**config.mk**
```make
export PLATFORM = sky130hd
export DESIGN_NAME = stepper_full_step_sequencer
export DESIGN_NICKNAME = d
export VERILOG_FILES = /design/src/rtl/stfs_pkg.sv /design/src/rtl/stfs_step_core.sv /design/src/rtl/stepper_full_step_sequencer.sv
export SDC_FILE = /design/constraint.sdc
export NUM_CORES = 1
export LEC_CHECK = 0
export ABC_CLOCK_PERIOD_IN_PS = 5400
export BUFFER_PORTS_ARGS = -buffer_cell sky130_fd_sc_hd__buf_2
export CELL_PAD_IN_SITES_DETAIL_PLACEMENT = 1
export CELL_PAD_IN_SITES_GLOBAL_PLACEMENT = 1
export CORE_UTILIZATION = 41
export DETAILED_ROUTE_END_ITERATION = 7
export PLACE_DENSITY_LB_ADDON = 0.05
export SLEW_MARGIN = 20
export SYNTH_ARGS = -nofsm -noshare
export SYNTH_HDL_FRONTEND = slang
export SYNTH_SLANG_ARGS = --single-unit
```
**constraint.sdc**
```tcl
create_clock -name clk -period 5.4 [get_ports clk]
set_clock_uncertainty 0.2 [all_clocks]
set_input_delay 0.54 -clock clk [delete_from_list [all_inputs] [get_ports clk]]
set_output_delay 0.54 -clock clk [all_outputs]
set_load 0.01 [all_outputs]
```
**src/rtl/stfs_pkg.sv**
```systemverilog
// ----------------------------------------------------------------------------
// stfs_pkg
// Shared types and constants for the full-step stepper sequencer.
// ----------------------------------------------------------------------------
package stfs_pkg;

	localparam int STEP_W     = 16;
	localparam int INTERVAL_W = 24;
	localparam int COIL_W     = 4;

	localparam logic [INTERVAL_W-1:0] INTERVAL_RESET = 24'd5000;

	// command codes
	localparam logic CMD_TICK = 1'b0;
	localparam logic CMD_MOVE = 1'b1;

	// two-phase-on patterns, coil A in bit 0
	localparam logic [COIL_W-1:0] COIL_PH0 = 4'h9;
	localparam logic [COIL_W-1:0] COIL_PH1 = 4'hA;
	localparam logic [COIL_W-1:0] COIL_PH2 = 4'h6;
	localparam logic [COIL_W-1:0] COIL_PH3 = 4'h5;

	typedef struct packed {
		logic              cmd;
		logic              move_backward;
		logic [STEP_W-1:0] step_count;
	} item_t;

	typedef struct packed {
		logic [COIL_W-1:0] coil_drive;
		logic              busy_res;
		logic [STEP_W-1:0] steps_left;
		logic              stepped;
	} res_t;

	function automatic logic [COIL_W-1:0] coil_pattern(input logic [1:0] ph);
		logic [COIL_W-1:0] pat;
		case (ph)
			2'd0: pat = COIL_PH0;
			2'd1: pat = COIL_PH1;
			2'd2: pat = COIL_PH2;
			2'd3: pat = COIL_PH3;
			default: pat = COIL_PH0;
		endcase
		return pat;
	endfunction

endpackage

```
**src/rtl/stfs_step_core.sv**
```systemverilog
// ----------------------------------------------------------------------------
// stfs_step_core
// Phase, step count and tick timer; works out the result of one item.
// ----------------------------------------------------------------------------
module stfs_step_core #(
	parameter int COUNT_WIDTH = 16,
	parameter int TIMER_WIDTH = 24
) (
	input  logic                                clk,
	input  logic                                arst_n,
	input  logic                                fire,
	input  stfs_pkg::item_t                     item,
	input  logic [stfs_pkg::INTERVAL_W-1:0]     interval,
	output stfs_pkg::res_t                      res_next
);
	import stfs_pkg::*;

	localparam int CMP_W = (TIMER_WIDTH > INTERVAL_W) ? TIMER_WIDTH : INTERVAL_W;

	logic [1:0]             phase_q;
	logic [COUNT_WIDTH-1:0] remaining_q;
	logic [TIMER_WIDTH-1:0] elapsed_q;
	logic                   backward_q;

	logic [1:0]                    phase_d;
	logic [COUNT_WIDTH-1:0]        remaining_d;
	logic [TIMER_WIDTH-1:0]        elapsed_d;
	logic                          backward_d;
	logic                          step_d;
	logic [TIMER_WIDTH-1:0]        elapsed_inc;
	logic                          timer_max;
	logic                          reached;
	logic [CMP_W+TIMER_WIDTH-1:0]  elapsed_wide;
	logic [CMP_W+INTERVAL_W-1:0]   interval_wide;
	logic [COUNT_WIDTH+STEP_W-1:0] count_wide;
	logic [COUNT_WIDTH+STEP_W-1:0] left_wide;

	assign timer_max   = (elapsed_q == {TIMER_WIDTH{1'b1}});
	assign elapsed_inc = timer_max ? elapsed_q : elapsed_q + 1'b1;

	// zero extension to a common compare width
	assign elapsed_wide  = {{CMP_W{1'b0}}, elapsed_inc};
	assign interval_wide = {{CMP_W{1'b0}}, interval};
	assign reached = (elapsed_wide[CMP_W-1:0] >= interval_wide[CMP_W-1:0])
		|| (elapsed_inc == {TIMER_WIDTH{1'b1}});

	assign count_wide = {{COUNT_WIDTH{1'b0}}, item.step_count};

	always_comb begin
		phase_d     = phase_q;
		remaining_d = remaining_q;
		elapsed_d   = elapsed_q;
		backward_d  = backward_q;
		step_d      = 1'b0;
		if (item.cmd == CMD_MOVE) begin
			remaining_d = count_wide[COUNT_WIDTH-1:0];
			backward_d  = item.move_backward;
			elapsed_d   = '0;
		end else if (remaining_q != '0) begin
			elapsed_d = elapsed_inc;
			if (reached) begin
				phase_d     = backward_q ? phase_q - 2'd1 : phase_q + 2'd1;
				remaining_d = remaining_q - 1'b1;
				elapsed_d   = '0;
				step_d      = 1'b1;
			end
		end
	end

	assign left_wide = {{STEP_W{1'b0}}, remaining_d};

	always_comb begin
		res_next.coil_drive = coil_pattern(phase_d);
		res_next.busy_res   = (remaining_d != '0);
		res_next.steps_left = left_wide[STEP_W-1:0];
		res_next.stepped    = step_d;
	end

	always_ff @(posedge clk or negedge arst_n) begin
		if (!arst_n) begin
			phase_q     <= '0;
			remaining_q <= '0;
			elapsed_q   <= '0;
			backward_q  <= 1'b0;
		end else if (fire) begin
			phase_q     <= phase_d;
			remaining_q <= remaining_d;
			elapsed_q   <= elapsed_d;
			backward_q  <= backward_d;
		end
	end

endmodule

```
**src/rtl/stepper_full_step_sequencer.sv**
```systemverilog
// ----------------------------------------------------------------------------
// stepper_full_step_sequencer
// Two-phase-on full-step sequencer for a four-coil stepper motor.
// ----------------------------------------------------------------------------
//  channel  | handshake                | payload
//  ---------+--------------------------+------------------------------------
//  item     | item_valid / item_stall  | cmd, move_backward, step_count
//  result   | res_valid / res_stall    | coil_drive, busy_res, steps_left,
//           |                          | stepped
//  config   | cfg_valid / cfg_ready    | cfg_data (step interval, 24 bits)
//
//  one item per clock unless res_stall holds; input register, result register
//  the timer compare and phase update sit between those two registers
//  reset clears state; interval resets to 5000 ticks; cfg_ready is always high
//  res_stall holds the result register, which backs up into item_stall while
//  the input register is occupied
// ----------------------------------------------------------------------------
module stepper_full_step_sequencer #(
	parameter int COUNT_WIDTH = 16,
	parameter int TIMER_WIDTH = 24
) (
	input  logic                                   clk,
	input  logic                                   arst_n,
	input  logic                                   item_valid,
	output logic                                   item_stall,
	input  logic                                   cmd,
	input  logic                                   move_backward,
	input  logic [stfs_pkg::STEP_W-1:0]            step_count,
	output logic                                   res_valid,
	input  logic                                   res_stall,
	output logic [stfs_pkg::COIL_W-1:0]            coil_drive,
	output logic                                   busy_res,
	output logic [stfs_pkg::STEP_W-1:0]            steps_left,
	output logic                                   stepped,
	input  logic                                   cfg_valid,
	output logic                                   cfg_ready,
	input  logic [stfs_pkg::INTERVAL_W-1:0]        cfg_data
);
	import stfs_pkg::*;

	logic                  valid_s1;
	item_t                 item_s1;
	logic [INTERVAL_W-1:0] interval_q;
	logic                  res_valid_q;
	res_t                  res_q;
	res_t                  res_next;
	logic                  res_free;
	logic                  fire;

	assign cfg_ready  = 1'b1;
	assign res_free   = !res_valid_q || !res_stall;
	assign fire       = valid_s1 && res_free;
	assign item_stall = valid_s1 && !res_free;

	always_ff @(posedge clk or negedge arst_n) begin
		if (!arst_n) begin
			interval_q <= INTERVAL_RESET;
		end else if (cfg_valid && cfg_ready) begin
			interval_q <= cfg_data;
		end
	end

	always_ff @(posedge clk or negedge arst_n) begin
		if (!arst_n) begin
			valid_s1 <= 1'b0;
		end else if (!item_stall) begin
			valid_s1 <= item_valid;
		end
	end

	always_ff @(posedge clk) begin
		if (item_valid && !item_stall) begin
			item_s1.cmd           <= cmd;
			item_s1.move_backward <= move_backward;
			item_s1.step_count    <= step_count;
		end
	end

	stfs_step_core #(
		.COUNT_WIDTH (COUNT_WIDTH),
		.TIMER_WIDTH (TIMER_WIDTH)
	) u_core (
		.clk      (clk),
		.arst_n   (arst_n),
		.fire     (fire),
		.item     (item_s1),
		.interval (interval_q),
		.res_next (res_next)
	);

	always_ff @(posedge clk or negedge arst_n) begin
		if (!arst_n) begin
			res_valid_q <= 1'b0;
		end else if (res_free) begin
			res_valid_q <= fire;
		end
	end

	always_ff @(posedge clk) begin
		if (fire) begin
			res_q <= res_next;
		end
	end

	assign res_valid  = res_valid_q;
	assign coil_drive = res_q.coil_drive;
	assign busy_res   = res_q.busy_res;
	assign steps_left = res_q.steps_left;
	assign stepped    = res_q.stepped;

	// input side only stalls behind a held result
	a_stall_cause: assert property (@(posedge clk) disable iff (!arst_n)
		item_stall |-> (res_valid_q && res_stall))
		else $error("item stall without a held result");

	// a step worked out in the core lands in the result register
	a_step_lands: assert property (@(posedge clk) disable iff (!arst_n)
		(fire && res_next.stepped) |=> (res_valid_q && res_q.stepped))
		else $error("step lost on the way to the result register");

	// a taken result with nothing behind it empties the result register
	a_res_drains: assert property (@(posedge clk) disable iff (!arst_n)
		(res_valid_q && !res_stall && !fire) |=> !res_valid_q)
		else $error("result repeated after transfer");

endmodule
```
==> impl_metrics.tcl, run 1 <==
set metrics [dict create \
    run_status "finished, final reports clean" \
    vias 5508 \
    area_delta_synth_final_pct 23.6 \
    clk_pin_slew_worst_paths_ps 80 \
    slowest_stage "or4_4" \
    track_usage 0.249 \
    power.density_mw_per_mm2 268 \
    layout-drive-gt1-share 0.285 \
    worst_skew_pair.late_latency_ps 370 \
    path_class "reg2reg" \
    critPathMaxStageDelay_ps 580 \
    grt_pass1_vias 5705 \
    cts-root-buf "clkbuf_16" \
    placementRows 45 \
    critPathMaxFanout 7 \
    peakVddDrop_mv 0.189 \
    slew_viol_final 0 \
    core_area_sq_mm 0.0151 \
    tritoncts "yes" \
    period_share 0.969 \
    grt_first_pass_wirelength_mm 30.6 \
    synth_edf_count 40 \
    cts_buffer_depth 2 \
    die-area_sq_mm 0.0159 \
    cts_buffers 9 \
    total_leakage_power_nw 3.47 \
    drt-wirelength-per-cell_um 19.3 \
    r2r_cells 20 \
    cts_hold_buf 0 \
    htreeDepth 3 \
    ys_async_sr_fraction 0.633 \
    netlist_instances 666 \
    post-route-cell-area_sq_mm 0.00781 \
    wirelength_mm 18.9 \
    ys_seq_area_frac 0.464 \
    path_common_cell "nand4_1" \
    yosysWarningCount 0 \
    die_width_um 126 \
    final_cell_mix "nand2_1 (109), buf_2 (70), buf_4 (70)" \
    maxCapViolCount 0 \
    total_power_mw 2.09 \
    finalSetupTns_ps 0 \
    routabilityCongestion 0.866 \
    grt_max_degree 70 \
    crit_chain "buf_6 -> nand4_1 -> nor4_4 -> o211ai_4 -> or4_4 -> and2_4 -> inv_2 -> ha_4 -> nand4_1 -> or2_4 -> or3_1 -> o32a_1 -> and2_4 -> a21oi_4 -> buf_6 -> buf_4 -> a31o_2 -> a31oi_2 -> nor4_2 -> nand4_1" \
    drt_drc_violations_left 0 \
    hold_viol 0 \
    hp-class "in2reg" \
    synth_seq_cells 109 \
    grt_overflow 0 \
    cp.required_ps 5300 \
    synth_cell_types 72 \
    dp_hpwl_mm 13.8 \
    worstMarginPinSlew_ps 968 \
    critical_path_arrival_ps 5130 \
    avgSynthCellArea_sq_um 9.49 \
    synth_area_sq_mm 0.00632 \
    io_pins 72 \
    setup_viol 0 \
    portBuffers 70 \
    slew_headroom 0.349 \
    antenna_found_initial 0 \
    synth_nets 743 \
    max_freq_mhz 191 \
    hold_slack_ps 143 \
    finalCriticalPeriod_ps 5240 \
    diodes 0 \
    drt_iter0_markers 380 \
    mostFrequentLayoutCell "nand2_1" \
    cp-end-kind "register" \
    drt-pass1-iter-count 5 \
    synthFlopType "dfrtp_1" \
    final_nets 865 \
    via_per_inst 5.61 \
    placedInstanceArea_sq_mm 0.00723 \
    clock_sink_count 109 \
    floorplan.initialDensity 0.417 \
    cp-start-kind "register" \
    die_y_um 126 \
    drtAntennaViolNets 0 \
    hold_depth 1 \
]
==> worst paths after layout <==
path | slack [ps] | startpoint | end
max reg2reg | 160 | u_core.elapsed_q[1]$_DFFE_PN0P_ | busy_res$_DFFE_PP_
min | 140 | step_count[7] | item_s1[7]$_DFFE_PP_
min reg2reg | 300 | u_core.phase_q[1]$_DFFE_PN0P_ | u_core.phase_q[1]$_DFFE_PN0P_
min in group asynchronous | 210 | arst_n | u_core.elapsed_q[11]$_DFFE_PN0P_
max | 160 | u_core.elapsed_q[1]$_DFFE_PN0P_ | busy_res$_DFFE_PP_
max in group asynchronous | 4170 | arst_n | u_core.remaining_q[2]$_DFFE_PN0P_
==> synthesized netlist by cell type (11+ instances only) <==
| cell type | instances | share of area |
|---|---|---|
| edfxtp_1 | 40 | 0.19 |
| o21ai_0 | 55 | 0.044 |
| nand3_1 | 14 | 0.011 |
| nand4_1 | 21 | 0.021 |
| nor2_1 | 29 | 0.017 |
| nor4_1 | 13 | 0.013 |
| ha_1 | 30 | 0.059 |
| nor3_1 | 16 | 0.013 |
| a211oi_1 | 11 | 0.013 |
| dfrtp_1 | 64 | 0.25 |
| or2_2 | 11 | 0.011 |
| nand2_1 | 111 | 0.066 |
| inv_1 | 46 | 0.027 |
| clkbuf_1 | 21 | 0.012 |
==> cell families (layout without fill, tap and decap cells) <==
kind of cell | count (synthesis) | count (layout) | share of synthesized area
and+or+nand+nor | 267 | 267 | 0.217
AOI/OAI and AO/OA | 153 | 153 | 0.170
buffers and inverters | 82 | 209 | 0.0535
muxes | 5 | 5 | 0.00851
DFF | 109 | 109 | 0.464
adders and majority gates | 30 | 30 | 0.0594
other | 1 | 1 | 0.000593
xor gates and xnor gates | 19 | 19 | 0.0263
==> metrics by stage <==
step / setup WS, ps / utilization / instances
6_report: 165 / 0.516 / 981
5_1_grt: -20.4 / 0.516 / 981
4_1_cts: 7.41 / 0.496 / 968
3_5_place_dp: -40.9 / 0.477 / 952
3_3_place_gp: 119 / 0.477 / 952
2_1_floorplan: 38.6 / - / 666
==> report_power, final <==
part	internal (mW)	switching, mW
combinational	0.182	0.249
sequential	0.949	0.0620
clock	0.321	0.328
total	1.45	0.639
==> timing repair <==
action                     in CTS  in global routing
gates resized for setup         2                 44
setup buffers                   0                 13
setup endpoints to repair       2                 14
pin swaps                       0                 27
==> flip-flops by register name (all words and copies together), names as in the netlist, 2 cells and up <==
signal	count
coil_drive	4
interval_q	24
item_s1	18
steps_left	16
u_core.elapsed_q	24
u_core.phase_q	2
u_core.remaining_q	16
==> routing by layer <==
layer,vias up,GRT usage,routed length (um)
met5,-,0,0
met4,0,0.0673,203
met3,19,0.0404,827
met2,116,0.389,8690
met1,2722,0.358,9200
li1,2651,-,-
==> layout make-up <==
class                   count  area [sq um]
clock buffers              11           233
clock inverters             5          43.8
fillers                  1736          7340
inverters                  47           176
multi-input cells         475          3240
flip-flops and latches    109          2930
well taps                 188           235
repair buffers            146           952
==> worst max-delay path: cells and delay by family (launching register included) <==
family          cells  cell delay, ps
compound gates      5            1130
fa+ha+maj           1             120
simple gates       10            2700
buf+inv             4             420
flops               1             390
Note: power is estimated with default switching activity, not from simulation.
==> inputs of run 2 (changes only) <==
- ABC_CLOCK_PERIOD_IN_PS: 5400 -> 6760
- CORE_UTILIZATION: 41 -> 49
- clock period: 5.4 -> 6.76 ns (I/O delays scaled with it)
==> run 2 against run 1 <==
Cell area fell by 9.2%. Die area fell by 16%. Clock-buffer cell count fell by 2. Worst setup slack improved by 560 ps. Sequential power fell by 20%. Critical path type unchanged. Largest power group unchanged. Highest routed layer unchanged.
==> impl_metrics.tcl, run 2 (same netlist as run 1, synthesis figures left out) <==
set metrics [dict create \
    run_status "finished, final reports clean" \
    drt_iter0_markers 352 \
    timing.final.ws_setup_ps 722 \
    vias 5291 \
    peakVddDrop_mv 0.243 \
    area_delta_synth_final_pct 12.2 \
    critical_path.startpoint "u_core.elapsed_q[2]$_DFFE_PN0P_" \
    finalSetupTns_ps 0 \
    placedInstanceArea_sq_mm 0.00677 \
    grt_max_degree 70 \
    dp_hpwl_mm 13.2 \
    worst-path-stages 19 \
    critPathMaxStageDelay_ps 530 \
    clock_sink_count 109 \
    slew_viol_final 0 \
    final_nets 795 \
    post-route-cell-area_sq_mm 0.00709 \
    drt_drc_violations_left 0 \
    io_pins 72 \
    tritoncts "yes" \
    worst_r2r_endpoint "coil_drive[3]$_DFFE_PP_" \
    antenna_found_initial 1 \
    grt_overflow 0 \
    drtAntennaViolNets 0 \
    clk_pin_slew_worst_paths_ps 80 \
    worstMarginPinSlew_ps 1060 \
    die-area_sq_mm 0.0134 \
    cp.required_ps 6680 \
    critical_path_arrival_ps 5960 \
    total_power_mw 1.66 \
    die_width_um 116 \
    crit_end "coil_drive[3]$_DFFE_PP_" \
    fin_util 0.562 \
    die_y_um 116 \
    cp-start-kind "register" \
    drt-wirelength-per-cell_um 20.2 \
    hp-class "in2reg" \
    cts-root-buf "clkbuf_16" \
    post_cts_buffers 0 \
    cts_buffers 9 \
    via_per_inst 5.91 \
    finalNonFillerCells 896 \
    wirelength_mm 18.1 \
    placementRows 41 \
    place_ws_ps 740 \
    slowest_stage "o31ai_1" \
    track_usage 0.290 \
    crit_chain "nand4_1 -> nor4_4 -> o211ai_4 -> o31ai_1 -> and2_1 -> inv_1 -> ha_1 -> nand4_1 -> or2_2 -> or3_1 -> o32a_1 -> and2_1 -> nand2_1 -> nand2_1 -> nor3_1 -> xor2_1 -> inv_1 -> ha_1 -> or2_2" \
    mostFrequentLayoutCell "nand2_1" \
    hold_viol 0 \
    cts_hold_buf 0 \
    cp-end-kind "register" \
    path_class "reg2reg" \
    floorplan.initialDensity 0.501 \
    total_leakage_power_nw 3.11 \
    routabilityCongestion 0.875 \
    setup_viol 0 \
    critPathBufInv 2 \
    worst_skew_pair.late_latency_ps 370 \
    r2r_cells 19 \
    htreeDepth 3 \
    post_cts_resized 0 \
    maxCapViolCount 0 \
    slew_headroom 0.291 \
    critPathMaxFanout 9 \
    layout-drive-gt1-share 0.177 \
    hold_slack_ps 280 \
    final_cell_mix "nand2_1 (111), buf_2 (70), dfrtp_1 (64)" \
    period_share 0.893 \
    path_delay_family "simple AND/OR/NAND/NOR gates" \
    rsz0062_at_grt "no" \
    r2r_start "u_core.elapsed_q[2]$_DFFE_PN0P_" \
    max_freq_mhz 166 \
    r2r_setup_slack_ps 720 \
    dp_cells 879 \
    drt-pass1-iter-count 4 \
    power.density_mw_per_mm2 234 \
    reg_top3 "interval_q x24, u_core.elapsed_q x24, item_s1 x18" \
    finalCriticalPeriod_ps 6040 \
    portBuffers 70 \
    cts_buffer_depth 2 \
    nFillCells 1484 \
    core_area_sq_mm 0.0126 \
    grt_first_pass_wirelength_mm 29.0 \
    grt_pass1_vias 5589 \
]
-- run 2: cell count changes in the layout (fill, tap and decap cells not counted), sizes merged --
cell,previous run,this run
buf,146,76
bufinv,0,1
diode,0,1
clkinv,3,5
inv,49,48
clkbuf,11,9
-- run 2: area by class of cell --
type | count | area, sq um | share of cell area
Tap cell | 172 | 215 | 0.0304
Timing Repair Buffer | 76 | 395 | 0.0558
Clock inverter | 7 | 93.8 | 0.0132
Clock buffer | 9 | 225 | 0.0318
Antenna cell | 1 | 2.50 | 0.000353
Inverter | 47 | 176 | 0.0249
Sequential cell | 109 | 2930 | 0.414
Multi-Input combinational cell | 475 | 3050 | 0.430
-- run 2: where the power goes --
group	switching [mW]	internal [mW]	total (mW)
combinational	0.177	0.105	0.282
sequential	0.0530	0.758	0.811
clock	0.271	0.297	0.568
total	0.501	1.16	1.66
-- run 2: how the worst min path moves through the flow --
stage / from / to / slack [ps] / cells after the start
after detailed placement: item_s1[16]$_DFFE_PP_ / u_core.backward_q$_DFFE_PN0P_ / 270 / 2
final: step_count[13] / item_s1[13]$_DFFE_PP_ / 280 / 1
after floorplan: arst_n / interval_q[0]$_DFFE_PN0P_ / 180 / 0
after global routing: step_count[9] / item_s1[9]$_DFFE_PP_ / 270 / 1
after CTS: step_count[9] / item_s1[9]$_DFFE_PP_ / 270 / 1
after global placement: item_s1[16]$_DFFE_PP_ / u_core.backward_q$_DFFE_PN0P_ / 260 / 2
-- run 2: layer usage --
metal | vias to the layer above | GRT usage | share of wire
li1 | 2498 | - | -
met1 | 2655 | 0.384 | 0.47
met2 | 117 | 0.477 | 0.47
met3 | 21 | 0.0596 | 0.052
met4 | 0 | 0.0909 | 0.015
met5 | - | 0 | 0
